**config.mk**
```make
export PLATFORM = sky130hd
export DESIGN_NAME = lzd_ctrl
export DESIGN_NICKNAME = d
export VERILOG_FILES = /design/src/lzd_pkg.sv /design/src/lzd_ctrl.sv
export SDC_FILE = /design/constraint.sdc
export NUM_CORES = 1
export LEC_CHECK = 0
export BUFFER_PORTS_ARGS = -buffer_cell sky130_fd_sc_hd__buf_2
export CORE_AREA = 2 2 39 41
export DETAILED_ROUTE_END_ITERATION = 6
export DIE_AREA = 0 0 41 43
export PLACE_DENSITY = 0.49
export RECOVER_POWER = 50
export SETUP_SLACK_MARGIN = 0.5
export SYNTH_ARGS = -nofsm -noshare
export SYNTH_HDL_FRONTEND = slang
export SYNTH_SLANG_ARGS = --single-unit
export TNS_END_PERCENT = 10
```
**constraint.sdc**
```tcl
create_clock -name clk -period 3.5 [get_ports clk]
set_input_delay 0.35 -clock clk [delete_from_list [all_inputs] [get_ports clk]]
set_output_delay 0.35 -clock clk [all_outputs]
set_load 0.01 [all_outputs]
```
**src/lzd_pkg.sv**
```systemverilog
`timescale 1ns / 1ps

package lzd_pkg;

	// History window and copy run sizing.
	localparam int HIST_AW = 12;
	localparam int MAX_RUN = 64;
	localparam int RUN_W = $clog2(MAX_RUN + 1);
	localparam int CREM_W = 17;
	localparam logic [RUN_W-1:0] RUN_MAX = RUN_W'(MAX_RUN);

	// Stream type bytes and length biases.
	localparam logic [7:0] TYPE_LZ10 = 8'h10;
	localparam logic [7:0] TYPE_LZ11 = 8'h11;
	localparam logic [CREM_W-1:0] BIAS_LZ11_MID = 17'h00011;
	localparam logic [CREM_W-1:0] BIAS_LZ11_LONG = 17'h00111;
	localparam logic [7:0] LOW_NIBBLE = 8'h0F;

	// Result status codes.
	localparam logic [2:0] ST_OK = 3'd0;
	localparam logic [2:0] ST_PEND = 3'd1;
	localparam logic [2:0] ST_TRUNC = 3'd2;
	localparam logic [2:0] ST_BADDIST = 3'd3;
	localparam logic [2:0] ST_ZERO = 3'd4;
	localparam logic [2:0] ST_BUSY = 3'd5;

	// Detected formats.
	localparam logic [1:0] FMT_NONE = 2'd0;
	localparam logic [1:0] FMT_LZ10 = 2'd1;
	localparam logic [1:0] FMT_LZ11 = 2'd2;

	// Input opcodes.
	localparam logic OP_BYTE = 1'b0;
	localparam logic OP_CONT = 1'b1;

	typedef struct packed {
		logic       opcode;
		logic [7:0] in_byte;
		logic       in_last;
	} req_t;

	typedef struct packed {
		logic       has_byte;
		logic [7:0] out_byte;
		logic       run_last;
		logic       stream_end;
		logic [2:0] status;
		logic [1:0] format;
	} rsp_t;

	typedef enum logic [1:0] {
		NEXT_FINAL,
		NEXT_HDR,
		NEXT_COPY
	} next_t;

	// Commands from the controller to the datapath.
	typedef struct packed {
		logic load;
		logic decode;
		logic hdr_emit;
		logic copy_rd;
		logic copy_wr;
		logic finish;
	} cmd_t;

	// Status from the datapath to the controller.
	typedef struct packed {
		logic  emit_ok;
		logic  out_free;
		next_t next;
		logic  hdr_last;
		logic  run_last;
	} stat_t;

endpackage

```
**src/lzd_ctrl.sv**
```systemverilog
`timescale 1ns / 1ps

module lzd_ctrl (
	input  logic           clk,
	input  logic           arst_n,
	input  logic           req_valid,
	output logic           req_stall,
	input  lzd_pkg::stat_t stat,
	output lzd_pkg::cmd_t  cmd
);

	typedef enum logic [2:0] {
		S_IDLE,
		S_DECODE,
		S_HDR,
		S_CPRD,
		S_CPWR,
		S_FINAL
	} state_t;

	state_t state_q;
	logic   stall_q;

	// Sequencer state and the registered input stall.
	always_ff @(posedge clk or negedge arst_n) begin
		if (!arst_n) begin
			state_q <= S_IDLE;
			stall_q <= 1'b0;
		end else begin
			case (state_q)
				S_IDLE: begin
					if (req_valid) begin
						state_q <= S_DECODE;
						stall_q <= 1'b1;
					end
				end
				S_DECODE: begin
					case (stat.next)
						lzd_pkg::NEXT_HDR:  state_q <= S_HDR;
						lzd_pkg::NEXT_COPY: state_q <= S_CPRD;
						default:            state_q <= S_FINAL;
					endcase
				end
				S_HDR: begin
					if (stat.emit_ok && stat.hdr_last) begin
						state_q <= S_FINAL;
					end
				end
				S_CPRD: state_q <= S_CPWR;
				S_CPWR: begin
					if (stat.emit_ok) begin
						state_q <= stat.run_last ? S_FINAL : S_CPRD;
					end
				end
				S_FINAL: begin
					if (stat.out_free) begin
						state_q <= S_IDLE;
						stall_q <= 1'b0;
					end
				end
				default: begin
					state_q <= S_IDLE;
					stall_q <= 1'b0;
				end
			endcase
		end
	end

	assign req_stall = stall_q;

	// Datapath commands follow the state and the output stage's room.
	always_comb begin
		cmd = '0;
		cmd.load = (state_q == S_IDLE) && req_valid;
		cmd.decode = (state_q == S_DECODE);
		cmd.hdr_emit = (state_q == S_HDR) && stat.emit_ok;
		cmd.copy_rd = (state_q == S_CPRD);
		cmd.copy_wr = (state_q == S_CPWR) && stat.emit_ok;
		cmd.finish = (state_q == S_FINAL) && stat.out_free;
	end

endmodule

```
Word-level counts from Yosys, hierarchy flattened:

Index checks and enable logic that the tools add are counted.

* register bits: 4
* logic and storage cells: 33
* bits of input ports: 9

* bitwise gates (word level): 1
* reduce and logical (&&, ||, !) cells: 9
* muxes and demuxes: 10
* equal/unequal tests: 11

Operators with widths (number)
* $pmux 3 s6: 1
* $mux 3: 5
* $ne 2x2->1 const B: 4
* $eq 3x2->1 const B: 2
* $eq 3x3->1 const B: 2
* $pmux 3 s2: 1
* $logic_and 1x1->1: 5
* $reduce_and 4->1: 1
* $reduce_or 4->1: 1
* $eq 3x1->1 const B: 1
* $logic_not 3->1: 1
* $pmux 1 s3: 1
* $reduce_and 3->1: 1
* $eq 2x1->1 const B: 1
* $eq 2x2->1 const B: 1
* $mux 1: 2
* $not 1->1: 1

Logic depth before layout (Yosys ltp):

* depth in word-level cells: 4
* gate-level depth with buffers: 5

Worst setup path after synthesis:

Ideal clock, no wire load.

* path type: reg2out
* start point: register state_q[1]
* end point: output cmd[1] (netlist bit)
* data required time: 3150 ps
* setup slack: 2182 ps
* arrival time: 968 ps
* cell stages (with the launch flop): 4
* cell sequence: dfrtp_1 > buf_6 > nand2b_4 > nor3b_1

RTL lines
* start, declared: RTL line lzd_ctrl.sv:21 `state_t state_q;`
* start signal, assigned: RTL line lzd_ctrl.sv:52 `state_q <= stat.run_last ? S_FINAL : S_CPRD;`
* end, declared: RTL line lzd_ctrl.sv:9 `output lzd_pkg::cmd_t cmd`

==> results.toml <==
[layout]
syn_to_final_growth_pct = 24.3
diodes = 0
n_fill_cell = 158
fin_area_um2 = 454
nets = 70
fin_util = 0.328
final_cells = 74
drive_gt1_frac = 0.362

[sta]
finalSetupViolations = 0
finalWorstPathRequiredPeriod_ns = 1.65
rsz0062_at_grt = "no"
timing.final.crit_share = 0.472
worstMarginPinSlew_ns = 0.343
slew_headroom = 0.772
drv_slew = 0
tns_ns = 0
hold_viol_final = 0
max_freq_ghz = 0.606
finClkSkew_ns = 0.00419

[global_route]
grt.total_usage = 0.112
grt_pass1_vias = 318
grt_max_degree = 12
gr-total-overflow = 0
grt_pass1_wl_um = 1320
antenna_found_initial = 0

[yosys]
yosys_warnings = 0
yosys_register_bits = 4
yosysUniqueCellTypes = 25
async_reset_ff_frac = 1.00
ys_seq_area_frac = 0.274
synth_ff_type = "dfrtp_1"
avgSynthCellArea_um2 = 8.70
yosys-top-cells-area = "dfrtp_1, buf_6, inv_1, a21oi_1, a2bb2oi_2"
syn_nets = 52
synth_top_area_cell = "dfrtp_1"
synth_enable_flop_cells = 0
synth_area_um2 = 365
syn_inst = 42
yosysTopAreaCellShare = 0.274

[die]
die_w_um = 41
design.core.area_um2 = 1380
die-height_um = 43
start_util = 0.264
rows = 14
top_level_ports = 16
die_area_um2 = 1760

[pwr]
p_sw_frac = 0.447
power.density_nw_per_um2 = 783
power_switching_mw = 0.159
p_comb_frac = 0.518
irDropWorstVdd_mv = 0.268
seq_power_share = 0.318
clockPowerShare = 0.164
p_leak_nw = 0.228
p_int_mw = 0.197

[route]
wl_um = 797
first_pass_iters = 3
drc = 0
drt_iter0_drc = 1
vias = 348
vias_per_cell = 4.70
ant_nets = 0
avgRoutedWirePerCell_um = 10.8

[place]
place_congestion = 0.751
place_inst = 70
io_buffers = 15
place_area_um2 = 430
dp_hpwl_um = 652

[clock_network]
root_buffer = "clkbuf_4"
htreeDepth = 1
numCtsBuffers = 3
cts.sinks = 4
clk_pin_slew_ns = 0.04
clock_path_buffers = 2
clock_latency_ns = 0.24
cts_tree = "done"
cts_setup_buffers = 0

[critical_path]
cp.required_ns = 3.15
critPathMaxFanout = 10
crit_type = "flip-flop to output port"
critPathCaptureType = "output port"
critPathArrivalTime_ns = 1.30
start_kind = "flip-flop"

[worst_hold_path]
holdCritPathClass = "input pin to flip-flop"

[run_status]
status = "complete, no violations"

[run]
drv_cap = 0
-- synth_stat cells, types with 2 or more instances --
cell / instances
dfrtp_1: 4
a31oi_1: 2
inv_1: 6
buf_6: 2
a21oi_1: 4
nor2_1: 4
nor3_1: 2
-- logic make-up after synthesis --
logic type      count (synthesis)  share of synthesized area
compound gates                 14                      0.315
simple gates                   13                      0.205
buf+inv                         9                      0.144
flops                           4                      0.274
mux                             1                     0.0274
fa+ha+maj                       1                     0.0342
-- layout make-up --
type,instances,area [um^2],area share
multi-input cells,29,206,0.455
flip-flops and latches,4,100,0.220
repair buffers,16,82.6,0.182
clock buffers,3,22.5,0.0496
inverters,6,22.5,0.0496
well taps,16,20.0,0.0441
-- worst max-delay path, cell delays in order, from the launching register on --
cell      delay [ns]
dfrtp_1         0.48
nand2b_4        0.21
nor3b_1         0.20
buf_2           0.16
-- per-layer routing --
layer  routed length [um]  part of all wire  up-vias  global-route usage
met5                    0                 0        -                   0
met4                    8             0.010        0              0.0400
met3                   60             0.075        3              0.0471
met2                  379              0.48       10               0.166
met1                  348              0.44      151               0.141
li1                     -                 -      184                   -
-- stage by stage --
stage	power (mW)	hold slack [ns]	setup WS, ns
after floorplan	0.279	0.0544	2.18
after global placement	0.310	0.159	2.05
after detailed placement	0.305	0.160	2.09
after CTS	0.367	0.321	1.83
after global routing	0.394	0.344	1.74
final	0.355	0.325	1.85
-- registers in the layout, summed over array words and instances, names as in the netlist --
register   count
state_q        3
req_stall      1
-- what timing repair did --
action / in CTS / in global routing
hold buffers: 1 / 0
hold endpoints to repair: 4 / 0
gates resized for setup: 0 / 0
-- cells in the final DEF, fill, tap and decap left out, drive strengths merged --
cell | synthesis | final
ha | 1 | 1
dfrtp | 4 | 4
nor3b | 1 | 1
a21oi | 4 | 4
inv | 6 | 6
o31ai | 1 | 1
o32ai | 1 | 1
and3 | 2 | 2
o32a | 1 | 1
nand2 | 1 | 1
nand2b | 2 | 2
a2bb2oi | 2 | 2
dlygate4sd3 | 0 | 1
nor3 | 2 | 2
nor2 | 4 | 4
o2bb2ai | 1 | 1
a31oi | 2 | 2
nand3 | 1 | 1
o21ai | 1 | 1
clkbuf | 0 | 5
buf | 3 | 13
o22ai | 1 | 1
mux2i | 1 | 1
-- power groups by stage --
stage               registers [mW]  clock network [mW]  logic [mW]
detailed placement           0.114                   0       0.191
floorplan                   0.0800                   0       0.199
global route                 0.120              0.0638       0.210
global placement             0.115                   0       0.194
finish                       0.113              0.0583       0.184
CTS                          0.114              0.0606       0.193
-- worst paths after layout --
path / startpoint / end / slack [ns] / cells after the start
max: state_q[1]$_DFFE_PN0P_ / cmd[1] / 1.85 / 3
min: stat[4] / state_q[0]$_DFFE_PN0P_ / 0.32 / 2
max reg2reg: state_q[1]$_DFFE_PN0P_ / state_q[2]$_DFFE_PN0P_ / 2.05 / 4
min reg2reg: req_stall$_DFFE_PN0P_ / req_stall$_DFFE_PN0P_ / 0.55 / 1
max in group asynchronous: arst_n / state_q[2]$_DFFE_PN0P_ / 2.84 / 2
min in group asynchronous: arst_n / state_q[1]$_DFFE_PN0P_ / 0.47 / 2
(Power assumes the default switching activity.)
